===== config.mk =====
export PLATFORM = sky130hd
export DESIGN_NAME = vad_queue
export DESIGN_NICKNAME = d
export VERILOG_FILES = /design/src/hw/rtl/vad_pkg.sv /design/src/hw/rtl/vad_queue.sv
export SDC_FILE = /design/constraint.sdc
export NUM_CORES = 1
export LEC_CHECK = 0
export ABC_AREA = 1
export ABC_CLOCK_PERIOD_IN_PS = 2100
export BUFFER_PORTS_ARGS = -buffer_cell sky130_fd_sc_hd__buf_2
export CAP_MARGIN = 0
export CORE_MARGIN = 2
export CORE_UTILIZATION = 55
export DETAILED_ROUTE_END_ITERATION = 10
export PLACE_DENSITY = 0.77
export SYNTH_ARGS = -nofsm -noshare
export SYNTH_HDL_FRONTEND = slang
export SYNTH_SLANG_ARGS = --single-unit

===== constraint.sdc =====
create_clock -name clk -period 2.1 [get_ports clk]
set_clock_uncertainty 0.2 [all_clocks]
set_input_delay 0.315 -clock clk [delete_from_list [all_inputs] [get_ports clk]]
set_output_delay 0.315 -clock clk [all_outputs]
set_load 0.02 [all_outputs]

===== src/hw/rtl/vad_pkg.sv =====
// Shared constants and the CORDIC angle table for the vector angle block.
`default_nettype none
package vad_pkg;

  localparam int ZW = 26;
  localparam int ONE_Q = 256;
  localparam int ROUND_HALF = 128;
  localparam int Q_DEPTH = 4;
  localparam int Q_PTR_W = 2;
  localparam int Q_CNT_W = 3;

  localparam logic signed [ZW-1:0] DEG90_Q16 = 26'sd5898240;
  localparam logic signed [ZW-1:0] DEG180_Q16 = 26'sd11796480;
  localparam logic [15:0] ANGLE_MAX = 16'd46080;

  // Arctangent of 2^-idx in degrees with 16 fraction bits.
  function automatic logic signed [ZW-1:0] atan_q16(input logic [4:0] idx);
    logic signed [ZW-1:0] r;
    case (idx)
      5'd0: r = 26'sd2949120;
      5'd1: r = 26'sd1740967;
      5'd2: r = 26'sd919879;
      5'd3: r = 26'sd466945;
      5'd4: r = 26'sd234379;
      5'd5: r = 26'sd117304;
      5'd6: r = 26'sd58666;
      5'd7: r = 26'sd29335;
      5'd8: r = 26'sd14668;
      5'd9: r = 26'sd7334;
      5'd10: r = 26'sd3667;
      5'd11: r = 26'sd1833;
      5'd12: r = 26'sd917;
      5'd13: r = 26'sd458;
      5'd14: r = 26'sd229;
      5'd15: r = 26'sd115;
      5'd16: r = 26'sd57;
      5'd17: r = 26'sd29;
      5'd18: r = 26'sd14;
      5'd19: r = 26'sd7;
      5'd20: r = 26'sd4;
      5'd21: r = 26'sd2;
      5'd22: r = 26'sd1;
      default: r = '0;
    endcase
    return r;
  endfunction

endpackage
`default_nettype wire


===== src/hw/rtl/vad_queue.sv =====
// Short queue between the front end and the CORDIC back end.
`default_nettype none
module vad_queue #(
  parameter int DW = 8
) (
  input  wire logic          clk,
  input  wire logic          rst,
  input  wire logic          push,
  input  wire logic [DW-1:0] wr_data,
  output logic               full,
  input  wire logic          pop,
  output logic               not_empty,
  output logic [DW-1:0]      rd_data
);

  logic [DW-1:0] mem [vad_pkg::Q_DEPTH];
  logic [vad_pkg::Q_PTR_W-1:0] wr_ptr;
  logic [vad_pkg::Q_PTR_W-1:0] rd_ptr;
  logic [vad_pkg::Q_CNT_W-1:0] count;
  logic do_pop;

  assign full = (count == vad_pkg::Q_CNT_W'(vad_pkg::Q_DEPTH));
  assign not_empty = (count != '0);
  assign do_pop = pop && not_empty;
  assign rd_data = mem[rd_ptr];

  always_ff @(posedge clk) begin
    if (rst) begin
      wr_ptr <= '0;
      rd_ptr <= '0;
      count <= '0;
    end else begin
      if (push) begin
        wr_ptr <= wr_ptr + 1'b1;
      end
      if (do_pop) begin
        rd_ptr <= rd_ptr + 1'b1;
      end
      if (push && !do_pop) begin
        count <= count + 1'b1;
      end else if (!push && do_pop) begin
        count <= count - 1'b1;
      end
    end
  end

  always_ff @(posedge clk) begin
    if (push) begin
      mem[wr_ptr] <= wr_data;
    end
  end

endmodule
`default_nettype wire


==> results of run 1 <==
[placed cells by master, fill, tap and decap left out]
master / netlist / layout
o21ai_0: 15 / 15
inv_2: 1 / 2
nor2_2: 2 / 2
xor2_1: 1 / 1
ha_1: 5 / 4
dfxtp_2: 0 / 2
nand2_1: 14 / 13
o21ai_1: 2 / 2
inv_1: 15 / 14
nor3_1: 1 / 1
buf_2: 0 / 21
clkinv_1: 0 / 1
clkbuf_4: 0 / 5
o22ai_1: 8 / 8
nor2_1: 20 / 20
bufinv_16: 0 / 1
fa_2: 0 / 1
nand3_1: 3 / 3
ha_2: 0 / 1
buf_4: 0 / 2
edfxtp_1: 32 / 32
o21ai_2: 2 / 2
dfxtp_1: 9 / 7
a21oi_1: 5 / 5
clkbuf_1: 0 / 1
nand2_2: 1 / 2
dlygate4sd3_1: 0 / 9
[logic make-up after synthesis]
group           Yosys count  synth area share
buf+inv                  18            0.0498
xor+xnor                  1           0.00528
simple gates             41             0.100
compound gates           32             0.107
flops                    41             0.688
fa+ha+maj                 6            0.0498
[layer usage]
layer  wire (um)  track usage
met3         119       0.0659
met1        1200        0.234
met5           0            0
met2        1570        0.330
met4          26       0.0584
[layout make-up]
class                      instances  area [um^2]  area share
clock buffer                       6         41.3      0.0210
multi-input combinational         80          443       0.225
sequential                        41         1140       0.580
timing repair buffer              32          210       0.107
inverter                          16         60.1      0.0305
clock inverter                     2         33.8      0.0171
tap                               31         38.8      0.0197
[worst min-delay path, delay by kind of cell]
kind | cells | cell delay (ns)
buf+inv | 1 | 0.12
compound gates | 1 | 0.07
simple gates | 1 | 0.07
[state kept, by name, indices dropped and copies added (netlist names), named ones only]
| name | count |
|---|---|
| count | 3 |
| mem | 32 |
| rd_ptr | 2 |
| wr_ptr | 2 |
[power by group through the flow]
stage	Sequential [W]	Clock [W]	Combinational, W
2_1_floorplan	0.00102	0	0.000461
3_3_place_gp	0.00102	0	0.000605
3_5_place_dp	0.00103	0	0.000634
4_1_cts	0.00101	0.000493	0.000653
5_1_grt	0.00103	0.000527	0.000743
6_report	0.00102	0.000479	0.000658
[cell usage after synthesis (3+ instances only)]
library cell and number:
o21ai_0 15, ha_1 5, inv_1 15, o22ai_1 8, a21oi_1 5, dfxtp_1 9
nor2_1 20, nand2_1 14, nand3_1 3, edfxtp_1 32
[stage by stage]
stage | cells | hold slack, ns | worst slack (ns) | utilization
after floorplan | 139 | 0.184 | 0.173 | -
after global placement | 191 | 0.296 | 0.253 | 0.640
after detailed placement | 191 | 0.296 | 0.167 | 0.640
after CTS | 208 | 0.0630 | 0.0245 | 0.699
after global routing | 208 | 0.0680 | 0.000748 | 0.702
final | 208 | 0.0764 | 0.124 | 0.702
[worst min path at each step]
stage | end | start | cells after the start
finish | rd_ptr[1] | pop | 3
global route | rd_ptr[0] | pop | 3
CTS | register | pop | 3
detailed placement | register | rd_ptr[0] | 2
global placement | rd_ptr[0] | rd_ptr[0] | 2
floorplan | register | rst | 1
[repair_timing]
item,in CTS,in global routing
hold buffers,9,0
endpoints found under the hold margin,37,0
gates resized for setup,0,6
endpoints found under the setup margin,0,8
==> flow_metrics.tcl, run 1 <==
set metrics [dict create \
    status "complete, but fails checks" \
    failed_checks "design-rule violations" \
    netlist.top_cell.by_area "edfxtp_1" \
    hold_class "primary input to register" \
    num_rows 19 \
    cp-end-kind "output port" \
    io_buffers 21 \
    async_flop_share 0 \
    grt_pass1_vias 1058 \
    total_power_w 0.00215 \
    nets 194 \
    crit_cells 4 \
    synth_warnings 0 \
    boundaryPins 22 \
    drc 2 \
    wire_per_inst_um 14.0 \
    synth-seq-area-share 0.688 \
    sw_frac_of_total 0.331 \
    cp_cell_sequence "inv_2 -> o21ai_0 -> o22ai_1 -> buf_2" \
    critPathKind "register to output port" \
    hpwl_um 1990 \
    synth_area_per_cell_um2 11.9 \
    cts_buffer_depth 2 \
    timing.slew.headroom 0.752 \
    final_antenna_net_count 0 \
    ir_worst_vdd_mv 0.741 \
    seq_power_share 0.472 \
    worst_r2r_path_depth 8 \
    setup_viol 0 \
    pwr-share-clk 0.223 \
    finalHoldViolCount 0 \
    rsz0062_at_grt "false" \
    clk_root_buffer_cell "clkbuf_4" \
    tns_ns 0 \
    htree_levels 2 \
    gp_congestion 0.851 \
    grt_util_all_layers 0.194 \
    rrSetupSlack_ns 0.21 \
    maxCapViolCount 0 \
    syn-num-nets 157 \
    pwr-share-comb 0.306 \
    fin_area_um2 1970 \
    core_area_um2 2810 \
    postSynthCellCount 139 \
    powerDensity_nw_per_um2 1090 \
    dieArea_um2 3470 \
    ys_ff_latch 41 \
    wirelength_um 2910 \
    crit_buf_inv 2 \
    route.vias.total 1114 \
    synth_area_um2 1660 \
    synthTopCellsByArea "edfxtp_1 58%, dfxtp_1 11%, nor2_1 4.5%" \
    first_iter_violations 53 \
    critPathSlowestCell "dfxtp_1" \
    die_h_um 58.9 \
    antennaDiodeCount 0 \
    synth_top_area_frac 0.579 \
    worst_slew_pin_slew_ns 0.372 \
    grt_antenna_before_repair 0 \
    grt_start_max_net_pins 17 \
    required_ns 1.58 \
    area_growth_pct 18.8 \
    cp-start-kind "register" \
    vias_per_cell 5.36 \
    cpLargestDelayFamily "buffers and inverters" \
    numCtsBuffers 5 \
    die_width_um 58.9 \
    cts_tree "done" \
    critPathMaxStageDelay_ns 0.37 \
    drv_slew 0 \
    r2r_end "count[1]" \
    r2r_start "count[1]" \
    insertion_delay_ns 0.33 \
    dr.pass1.iters 7 \
    max_freq_mhz 506 \
    yosysUniqueCellTypes 19 \
    cellLeakagePower_nw 0.791 \
    endpoint "rd_data[4]" \
    p_int_w 0.00144 \
    post-cts-setup-buffers 0 \
    fin_crit_sh 0.941 \
    crit_arrival_ns 1.46 \
    crit_fanout 16 \
    grt_pass1_wl_um 4780 \
    period_needed_ns 1.98 \
    gr-total-overflow 0 \
    p_switching_w 0.000713 \
    drive_above_1_share 0.232 \
    start_util 0.591 \
    cts_sinks 41 \
    clk_pin_slew_worst_paths_ns 0.11 \
    placed_cell_area_um2 1800 \
    fillers 198 \
    synthFlopType "edfxtp_1" \
    synth_edf_count 32 \
]
(Power assumes the default switching activity.)
==> run 2: changes to the inputs <==
--- a/config.mk
+++ b/config.mk
@@ -9,7 +9,7 @@
 export ABC_CLOCK_PERIOD_IN_PS = 2100
 export BUFFER_PORTS_ARGS = -buffer_cell sky130_fd_sc_hd__buf_2
 export CAP_MARGIN = 0
-export CORE_MARGIN = 2
+export CORE_MARGIN = 5
 export CORE_UTILIZATION = 55
 export DETAILED_ROUTE_END_ITERATION = 10
 export PLACE_DENSITY = 0.77
==> constraint.sdc (replaced) <==
create_clock -name clk -period 2.1 [get_ports clk]
set_clock_uncertainty 0.2 [all_clocks]
set_input_delay 0.315 -clock clk [delete_from_list [all_inputs] [get_ports clk]]
set_output_delay 0.315 -clock clk [all_outputs]
set_load 0.05 [all_outputs]
==> flow_metrics.tcl, run 2 (synthesis results as in run 1) <==
set metrics [dict create \
    critPathKind "register to output port" \
    pwr-share-comb 0.383 \
    cp_cell_sequence "buf_4 -> o21ai_0 -> o22ai_1 -> clkbuf_4" \
    insertion_delay_ns 0.34 \
    crit_arrival_ns 1.46 \
    status "finished clean" \
    max_freq_mhz 506 \
    htree_levels 2 \
    seq_power_share 0.457 \
    post-route-worst-setup-slack_ns 0.123 \
    rsz0062_at_grt "false" \
    nets 193 \
    largest_reg_flops 32 \
    hpwl_um 1940 \
    drc 0 \
    rrSetupSlack_ns 0.17 \
    powerDensity_nw_per_um2 1150 \
    num_rows 20 \
    drive_above_1_share 0.239 \
    cts_tree "done" \
    cp-start-kind "register" \
    wirelength_um 2890 \
    gr-total-overflow 0 \
    first_iter_violations 37 \
    largest-register "mem" \
    grt_util_all_layers 0.157 \
    cpLargestDelayFamily "buffers and inverters" \
    vias_per_cell 5.26 \
    numCtsBuffers 5 \
    grt_antenna_before_repair 0 \
    required_ns 1.58 \
    grt_pass1_vias 1070 \
    wire_per_inst_um 13.8 \
    dieArea_um2 4210 \
    p_switching_w 0.000926 \
    tns_ns 0 \
    fin_crit_sh 0.941 \
    worst_slew_pin_slew_ns 0.364 \
    antennaDiodeCount 0 \
    post-route-util 0.659 \
    cts_sinks 41 \
    route.vias.total 1100 \
    final_antenna_net_count 0 \
    total_power_w 0.00226 \
    layout_common_cells "32 x edfxtp_1, 20 x nor2_1, 17 x buf_2" \
    ir_worst_vdd_mv 0.649 \
    die_width_um 64.9 \
    critPathSlowestCell "dfxtp_4" \
    setup_viol 0 \
    start_util 0.557 \
    crit_fanout 10 \
    layout_commonest_cell "edfxtp_1" \
    period_needed_ns 1.98 \
    clk_root_buffer_cell "clkbuf_4" \
    dr.pass1.iters 4 \
    cellLeakagePower_nw 0.782 \
    io_buffers 21 \
    drv_slew 0 \
    crit_buf_inv 2 \
    grt_start_max_net_pins 17 \
    p_int_w 0.00134 \
    critPathMaxStageDelay_ns 0.43 \
    maxCapViolCount 0 \
    area_growth_pct 18.3 \
    pwr-share-clk 0.159 \
    hold_class "primary input to register" \
    core_area_um2 2980 \
    finalHoldViolCount 0 \
    dp_slack_ns 0.163 \
    gp_congestion 0.732 \
    sw_frac_of_total 0.409 \
    clk_pin_slew_worst_paths_ns 0.11 \
    timing.slew.headroom 0.757 \
    grt_pass1_wl_um 4860 \
    top_regs "mem: 32 flops, count: 3 flops" \
    die_h_um 64.9 \
    cts_buffer_depth 2 \
    boundaryPins 22 \
    cp-end-kind "output port" \
]
## run 2: final cells by class
cell class                      count  area [um^2]
Clock buffer                        5         37.5
Clock inverter                      3         12.5
Fill cell                         241         1010
Inverter                           16         65.1
Multi-Input combinational cell     80          443
Sequential cell                    41         1150
Tap cell                           33         41.3
Timing Repair Buffer               31          213
## run 2: tightest hold or removal path: cells and delay by family
family | cells | cell delay [ns]
buf+inv | 1 | 0.12
simple gates | 1 | 0.10
compound gates | 1 | 0.07
## run 2: timing repair
action / CTS / global route
pin swaps: 0 / 0
setup endpoints to repair: 8 / 6
resized for setup: 3 / 12
hold endpoints to repair: 37 / 0
setup buffers: 0 / 0
hold buffers: 9 / 0
## run 2: per-layer routing
| layer | track usage | routed length (um) | vias to the layer above |
|---|---|---|---|
| li1 | - | - | 553 |
| met1 | 0.182 | 1260 | 511 |
| met2 | 0.263 | 1420 | 27 |
| met3 | 0.0537 | 126 | 9 |
| met4 | 0.0712 | 79 | 0 |
| met5 | 0 | 0 | - |
## run 2: power groups by stage
stage,Combinational [W],Clock [W],Sequential (W)
after global routing,0.000944,0.000407,0.00105
after detailed placement,0.000826,0,0.00104
final,0.000867,0.000361,0.00103
after floorplan,0.000669,0,0.00102
after global placement,0.000800,0,0.00103
after CTS,0.000847,0.000366,0.00102
## run 2: worst paths after layout
kind | startpoint | endpoint | cells after the start
hold / removal | pop | register | 3
hold reg to reg | rd_ptr[1] | register | 2
setup reg to reg | count[1] | count[2] | 12
setup / recovery | register | rd_data[6] | 4
## run 2: metrics by stage
stage	instance area (um^2)	cells	hold slack (ns)
final	1960	209	0.0836
after global routing	1960	209	0.0728
after CTS	1940	209	0.0652
after detailed placement	1790	192	0.305
after global placement	1790	192	0.293
after floorplan	1660	139	0.184
