File: config.mk
export PLATFORM = sky130hd
export DESIGN_NAME = vad_front
export DESIGN_NICKNAME = d
export VERILOG_FILES = /design/src/hw/rtl/vad_pkg.sv /design/src/hw/rtl/vad_front.sv
export SDC_FILE = /design/constraint.sdc
export NUM_CORES = 2
export LEC_CHECK = 0
export BUFFER_PORTS_ARGS = -buffer_cell sky130_fd_sc_hd__buf_2
export CORE_MARGIN = 4
export CORE_UTILIZATION = 60
export CTS_BUF_LIST = sky130_fd_sc_hd__clkbuf_8
export DETAILED_ROUTE_END_ITERATION = 12
export HOLD_SLACK_MARGIN = 0.05
export PLACE_DENSITY = 0.8
export SLEW_MARGIN = 20
export SYNTH_ARGS = -nofsm -noshare
export SYNTH_HDL_FRONTEND = slang
export SYNTH_SLANG_ARGS = --single-unit
export TNS_END_PERCENT = 100
File: constraint.sdc
create_clock -name clk -period 7 [get_ports clk]
set_input_delay 0.35 -clock clk [delete_from_list [all_inputs] [get_ports clk]]
set_output_delay 0.35 -clock clk [all_outputs]
set_load 0.01 [all_outputs]
File: src/hw/rtl/vad_pkg.sv
// Shared constants and the CORDIC angle table for the vector angle block.
`default_nettype none
package vad_pkg;

  localparam int ZW = 26;
  localparam int ONE_Q = 256;
  localparam int ROUND_HALF = 128;
  localparam int Q_DEPTH = 4;
  localparam int Q_PTR_W = 2;
  localparam int Q_CNT_W = 3;

  localparam logic signed [ZW-1:0] DEG90_Q16 = 26'sd5898240;
  localparam logic signed [ZW-1:0] DEG180_Q16 = 26'sd11796480;
  localparam logic [15:0] ANGLE_MAX = 16'd46080;

  // Arctangent of 2^-idx in degrees with 16 fraction bits.
  function automatic logic signed [ZW-1:0] atan_q16(input logic [4:0] idx);
    logic signed [ZW-1:0] r;
    case (idx)
      5'd0: r = 26'sd2949120;
      5'd1: r = 26'sd1740967;
      5'd2: r = 26'sd919879;
      5'd3: r = 26'sd466945;
      5'd4: r = 26'sd234379;
      5'd5: r = 26'sd117304;
      5'd6: r = 26'sd58666;
      5'd7: r = 26'sd29335;
      5'd8: r = 26'sd14668;
      5'd9: r = 26'sd7334;
      5'd10: r = 26'sd3667;
      5'd11: r = 26'sd1833;
      5'd12: r = 26'sd917;
      5'd13: r = 26'sd458;
      5'd14: r = 26'sd229;
      5'd15: r = 26'sd115;
      5'd16: r = 26'sd57;
      5'd17: r = 26'sd29;
      5'd18: r = 26'sd14;
      5'd19: r = 26'sd7;
      5'd20: r = 26'sd4;
      5'd21: r = 26'sd2;
      5'd22: r = 26'sd1;
      default: r = '0;
    endcase
    return r;
  endfunction

endpackage
`default_nettype wire

File: src/hw/rtl/vad_front.sv
// Front end: accepts beats, forms the products, dot and cross, and flags zero vectors.
`default_nettype none
module vad_front #(
  parameter int W = 16
) (
  input  wire logic                  clk,
  input  wire logic                  rst,
  input  wire logic                  in_valid,
  output logic                       in_stall,
  input  wire logic                  cmd,
  input  wire logic signed [W-1:0]   pos_x,
  input  wire logic signed [W-1:0]   pos_y,
  input  wire logic signed [W-1:0]   dir_x,
  input  wire logic signed [W-1:0]   dir_y,
  output logic                       q_push,
  input  wire logic                  q_full,
  output logic [2*(((2*W > W+10) ? 2*W : W+10)+1):0] q_data
);

  localparam int OW = W + 2;
  localparam int PW = (2 * W > W + 10) ? 2 * W : W + 10;
  localparam int PS = (W > 29) ? 2 : 0;
  localparam int SW = PW + 1;

  logic en;
  logic accept;

  logic signed [OW-1:0] bx;
  logic signed [OW-1:0] by;
  logic signed [2*W-1:0] m_xx, m_yy, m_xy, m_yx;
  logic signed [PW-1:0] sh_bx, sh_by;
  logic signed [PW-1:0] c_xx, c_yy, c_xy, c_yx;
  logic c_degen;

  logic f1_valid;
  logic f1_degen;
  logic signed [PW-1:0] f1_xx, f1_yy, f1_xy, f1_yx;

  logic f2_valid;
  logic f2_degen;
  logic signed [SW-1:0] f2_dot, f2_cross;

  assign en = !(f2_valid && q_full);
  assign in_stall = !en;
  assign accept = in_valid && en;

  always_comb begin
    if (cmd) begin
      bx = OW'(dir_x) + OW'(vad_pkg::ONE_Q);
      by = OW'(dir_y) + OW'(vad_pkg::ONE_Q);
    end else begin
      bx = OW'(dir_x);
      by = OW'(dir_y);
    end
  end

  assign m_xx = pos_x * dir_x;
  assign m_yy = pos_y * dir_y;
  assign m_xy = pos_x * dir_y;
  assign m_yx = pos_y * dir_x;
  assign sh_bx = PW'(bx) <<< 8;
  assign sh_by = PW'(by) <<< 8;

  always_comb begin
    if (cmd) begin
      c_xx = sh_bx;
      c_yy = sh_by;
      c_xy = sh_by;
      c_yx = sh_bx;
      c_degen = (bx == '0) && (by == '0);
    end else begin
      c_xx = PW'(m_xx);
      c_yy = PW'(m_yy);
      c_xy = PW'(m_xy);
      c_yx = PW'(m_yx);
      c_degen = ((pos_x == '0) && (pos_y == '0)) || ((bx == '0) && (by == '0));
    end
  end

  always_ff @(posedge clk) begin
    if (rst) begin
      f1_valid <= 1'b0;
      f2_valid <= 1'b0;
    end else if (en) begin
      f1_valid <= accept;
      f2_valid <= f1_valid;
    end
  end

  always_ff @(posedge clk) begin
    if (en) begin
      f1_xx <= c_xx;
      f1_yy <= c_yy;
      f1_xy <= c_xy;
      f1_yx <= c_yx;
      f1_degen <= c_degen;
      f2_dot <= SW'(f1_xx >>> PS) + SW'(f1_yy >>> PS);
      f2_cross <= SW'(f1_xy >>> PS) - SW'(f1_yx >>> PS);
      f2_degen <= f1_degen;
    end
  end

  assign q_push = f2_valid && !q_full;
  assign q_data = {f2_degen, f2_dot, f2_cross};

endmodule
`default_nettype wire

==> tab_implementation.tex <==
\begin{tabular}{lr}
\hline
Metric & Value \\
\hline
\multicolumn{2}{l}{\textbf{GRT}} \\
Maximum number of pins on one net before global-route repair & 141 \\
Global-route wire length before repair & 213000 µm \\
Antenna violations before repair & 2 \\
Via count of the first global-routing pass & $\sim$40000 \\
Overall fraction of global-route tracks in use & 31.7\% \\
Overflow after GRT & 0 \\
\multicolumn{2}{l}{\textbf{Layout}} \\
Fraction of final layout cells with drive strength greater than 1 & 6.74\% \\
Fill cell total of the finished layout & 6452 \\
Final layout net count & 6884 \\
Finished Core Util & about 64\% \\
Register cell area after layout & between 5000 and 6000 µm² \\
Area growth from synthesis to layout & 6.21\% \\
Multi-input gate area in the final layout & 38400 µm² \\
\multicolumn{2}{l}{\textbf{Run}} \\
Number of maximum-capacitance constraint violations & 0 \\
\multicolumn{2}{l}{\textbf{Synthesis}} \\
Most instantiated flip-flop cell in the synthesis netlist & sky130\_fd\_sc\_hd\_\_edfxtp\_1 \\
Cell taking the most area after synthesis & sky130\_fd\_sc\_hd\_\_fa\_1 \\
Number of register bits inferred by synthesis & 198 \\
Area contributors post-synth & sky130\_fd\_sc\_hd\_\_fa\_1 (42\%), sky130\_fd\_sc\_hd\_\_edfxtp\_1 (12\%), sky130\_fd\_sc\_hd\_\_ha\_1 (9.9\%), sky130\_fd\_sc\_hd\_\_inv\_1 (9.1\%), sky130\_fd\_sc\_hd\_\_and2\_1 (6.2\%) \\
Fraction of registers with async set or reset after synthesis & 0\% \\
Count of flip-flops with a built-in enable after synthesis & 196 \\
Most frequently used cell type in the post-synthesis netlist & sky130\_fd\_sc\_hd\_\_inv\_1 \\
Proportion of netlist area held by the largest area contributor & 42.2\% \\
Most frequent cells after synthesis & sky130\_fd\_sc\_hd\_\_inv\_1 (1214), sky130\_fd\_sc\_hd\_\_fa\_1 (1050), sky130\_fd\_sc\_hd\_\_nand2\_1 (582) \\
Post-Synthesis Net Count & 6794 \\
Cell area after synthesis & 49800 µm² \\
Synthesized instance count & 5281 \\
Distinct cell type count of the synthesized netlist & 82 \\
Per-instance average area after synthesis & roughly 9.4 µm² \\
Number of warnings printed during yosys synthesis & 0 \\
Post-synthesis sequential area ratio & 11.9\% \\
\multicolumn{2}{l}{\textbf{Clock tree}} \\
Cts hold-fix bufs & 2 \\
Deepest clock path buffer count & 2 \\
Deepest level of the CTS H-tree & 4 \\
Post-CTS Setup Repair Bufs & 0 \\
Inserted Clock Buffers & 17 \\
Post-CTS Resized & 0 \\
Skew-Pair Late Insertion Delay & 0.58 ns \\
TritonCTS clock tree & built \\
Clock tree root buffer cell & sky130\_fd\_sc\_hd\_\_clkbuf\_8 \\
Total clock sinks & 198 \\
Clock Pin Slew Worst Setup and Hold Paths & $\sim$0.13 ns \\
\multicolumn{2}{l}{\textbf{Timing}} \\
Fin Clk Skew & 0.0267 ns \\
Slack of the critical path & 0.242 ns \\
Final critical-path required period & a little under 7 ns \\
Final cycle utilization of the critical path & 96.5\% \\
Number of pins exceeding their max-slew limit in the final report & 0 \\
Setup repair after global routing missed its margin & false \\
Number of setup violations in the final report & 0 \\
Post-route worst hold slack & between 0.4 and 0.5 ns \\
Total Negative Setup Slacks & 0 ns \\
Number of hold violations in the final report & 0 \\
Worst-case headroom to the max-slew limit & slightly below 30\% \\
Max Clock Freq & between 100 and 150 MHz \\
Actual slew at the worst max-slew pin & 1.05 ns \\
\multicolumn{2}{l}{\textbf{Die}} \\
Cell Rows & about 110 \\
Die Footprint & 87700 µm² \\
Initial core utilization & 60.6\% \\
Die Span Y & 296 µm \\
Area inside the core boundary & 82200 µm² \\
Number of top-level design ports & 138 \\
Horizontal die dimension & just under 300 µm \\
\multicolumn{2}{l}{\textbf{Setup path}} \\
Minimum setup slack among reg-to-reg paths & around 3.1 ns \\
Top fanout value on the critical path & 17 \\
Critical path class & input port to flop \\
Critical Path Source & pos\_x[8] \\
Beginning of the worst register-to-register path & f1\_xx[0]\$\_SDFFCE\_PP0N\_ \\
Capture point of the worst reg-to-reg path & f2\_dot[20]\$\_DFFE\_PN\_ \\
Crit start category & input port \\
Reg2reg path depth & 12 \\
Destination of the critical timing path & f1\_xy[30]\$\_DFFE\_PN\_ \\
Worst Path Arrival & 7.16 ns \\
Endpoint kind of the worst setup timing path & flop \\
Req. time, crit path & 7.40 ns \\
\multicolumn{2}{l}{\textbf{Worst hold path}} \\
Source of the worst hold timing path & cmd \\
Hold Path Class & input port to flop \\
\multicolumn{2}{l}{\textbf{Detailed routing}} \\
Initial DRC Count & 2866 \\
Post-detailed-route via-to-cell ratio & 5.73 \\
DRC violations left & 0 \\
Routed wire per std cell & 20.3 µm \\
Total via count after detailed routing & about 37000 \\
DRT Wirelength & around 130000 µm \\
Antenna violation net count after detailed routing & 0 \\
First-pass iteration count of the detailed router & 8 \\
\multicolumn{2}{l}{\textbf{Place}} \\
Last weighted congestion value of the routability-driven placer & 0.964 \\
Sum of net half-perimeters after detailed placement & between 100000 and 150000 µm \\
Count of input and output buffers & 137 \\
Post-placement setup slack & -0.0559 ns \\
\multicolumn{2}{l}{\textbf{Status}} \\
Status & completed \\
\hline
\end{tabular}
## per-stage QoR
step | area (µm²) | instances
finish | 52900 | 6459
global route | 52900 | 6454
CTS | 52900 | 6454
detailed placement | 52500 | 6420
global placement | 52500 | 6420
floorplan | 49800 | 5281
## how the worst min path moves through the flow
stage                                     end  slack, ns  cells past startpoint
final                     f1_xx[20]$_DFFE_PN_       0.41                      2
after floorplan            f2_degen$_DFFE_PN_       0.40                      0
after detailed placement   f2_degen$_DFFE_PN_       0.44                      0
after global routing      f1_xx[25]$_DFFE_PN_       0.42                      2
after global placement     f2_degen$_DFFE_PN_       0.40                      0
after CTS                 f1_xx[27]$_DFFE_PN_       0.36                      2
## sequential cells by signal, summed over array words and instances (netlist names)
name      count
f2_valid      1
f1_valid      1
f2_cross     33
f1_degen      1
f2_degen      1
f1_yy        32
f1_xx        32
f1_xy        32
f2_dot       33
f1_yx        32
## critical path, stage by stage
cell and delay (ns):
sky130_fd_sc_hd__buf_2 0.35, sky130_fd_sc_hd__buf_4 0.34, sky130_fd_sc_hd__nand2_1 0.10, sky130_fd_sc_hd__fa_1 0.48, sky130_fd_sc_hd__fa_1 0.60, sky130_fd_sc_hd__fa_1 0.47, sky130_fd_sc_hd__fa_1 0.55, sky130_fd_sc_hd__inv_1 0.05
sky130_fd_sc_hd__fa_1 0.49, sky130_fd_sc_hd__fa_1 0.42, sky130_fd_sc_hd__ha_1 0.35, sky130_fd_sc_hd__a21o_1 0.18, sky130_fd_sc_hd__a21oi_1 0.31, sky130_fd_sc_hd__o21ai_0 0.30, sky130_fd_sc_hd__a31o_2 0.34, sky130_fd_sc_hd__a41oi_1 0.54
sky130_fd_sc_hd__a21oi_1 0.24, sky130_fd_sc_hd__o211a_1 0.30, sky130_fd_sc_hd__o21a_1 0.17, sky130_fd_sc_hd__o31ai_1 0.23
## metal layers
| layer | global-route usage, % | wire length [µm] | vias to the layer above |
|---|---|---|---|
| met5 | 0 | 0 | - |
| met3 | 5.44 | 11200 | 378 |
| met1 | 40.5 | 49000 | 18700 |
| li1 | - | - | 16200 |
| met4 | 20.0 | 10300 | 0 |
| met2 | 50.7 | 60900 | 1671 |
## layout by cell type, fill, tap and decap left out, types with 5 or more instances in the layout
master,netlist,routed
sky130_fd_sc_hd__a211oi_1,23,23
sky130_fd_sc_hd__ha_1,394,394
sky130_fd_sc_hd__diode_2,0,5
sky130_fd_sc_hd__o21a_1,28,28
sky130_fd_sc_hd__nor2_1,147,147
sky130_fd_sc_hd__or3_1,7,7
sky130_fd_sc_hd__buf_4,1,146
sky130_fd_sc_hd__inv_8,0,5
sky130_fd_sc_hd__clkbuf_8,0,17
sky130_fd_sc_hd__a21oi_1,144,144
sky130_fd_sc_hd__buf_12,0,20
sky130_fd_sc_hd__nand2_1,582,581
sky130_fd_sc_hd__o211ai_1,11,11
sky130_fd_sc_hd__and2_1,492,492
sky130_fd_sc_hd__o21ai_0,137,137
sky130_fd_sc_hd__o31ai_1,23,23
sky130_fd_sc_hd__nor3_1,24,24
sky130_fd_sc_hd__o21bai_1,28,28
sky130_fd_sc_hd__nand4_1,21,21
sky130_fd_sc_hd__or2_2,8,8
sky130_fd_sc_hd__nor4_1,15,15
sky130_fd_sc_hd__buf_2,1,136
sky130_fd_sc_hd__a211o_1,6,6
sky130_fd_sc_hd__nor3b_1,6,6
sky130_fd_sc_hd__a21o_1,69,69
sky130_fd_sc_hd__a31oi_1,15,15
sky130_fd_sc_hd__nor2b_1,30,30
sky130_fd_sc_hd__a21boi_0,5,5
sky130_fd_sc_hd__inv_1,1214,1214
sky130_fd_sc_hd__edfxtp_1,196,196
sky130_fd_sc_hd__xnor2_1,136,136
sky130_fd_sc_hd__fa_1,1050,1050
sky130_fd_sc_hd__and3_1,21,21
sky130_fd_sc_hd__xor2_1,54,54
sky130_fd_sc_hd__or4_1,7,7
sky130_fd_sc_hd__nand3_1,39,39
sky130_fd_sc_hd__nand2b_1,32,32
## cells by family (layout without fill, tap and decap cells)
logic type                 count (synthesis)  count (layout)  synth area share [%]
other                                      0               5                     0
xor gates and xnor gates                 190             190                  3.34
adders and majority gates               1444            1444                  52.1
muxes                                      1               1                0.0201
and+or+nand+nor                         1439            1439                  14.3
DFF                                      198             198                  11.9
buffers and inverters                   1449            1552                  10.9
AOI/OAI and AO/OA                        560             560                  7.38
## cell type report
class                      count  share of cell area [%]
inverter                    1216                    8.63
clock inverter                15                   0.350
multi-input combinational   3634                    72.7
antenna                        5                  0.0236
sequential                   198                    11.2
tap                         1070                    2.53
clock buffer                  17                   0.442
timing repair buffer         304                    4.15
Power is not shown: default switching activity piles up to over one toggle a cycle in this logic, so the estimate is an artifact.
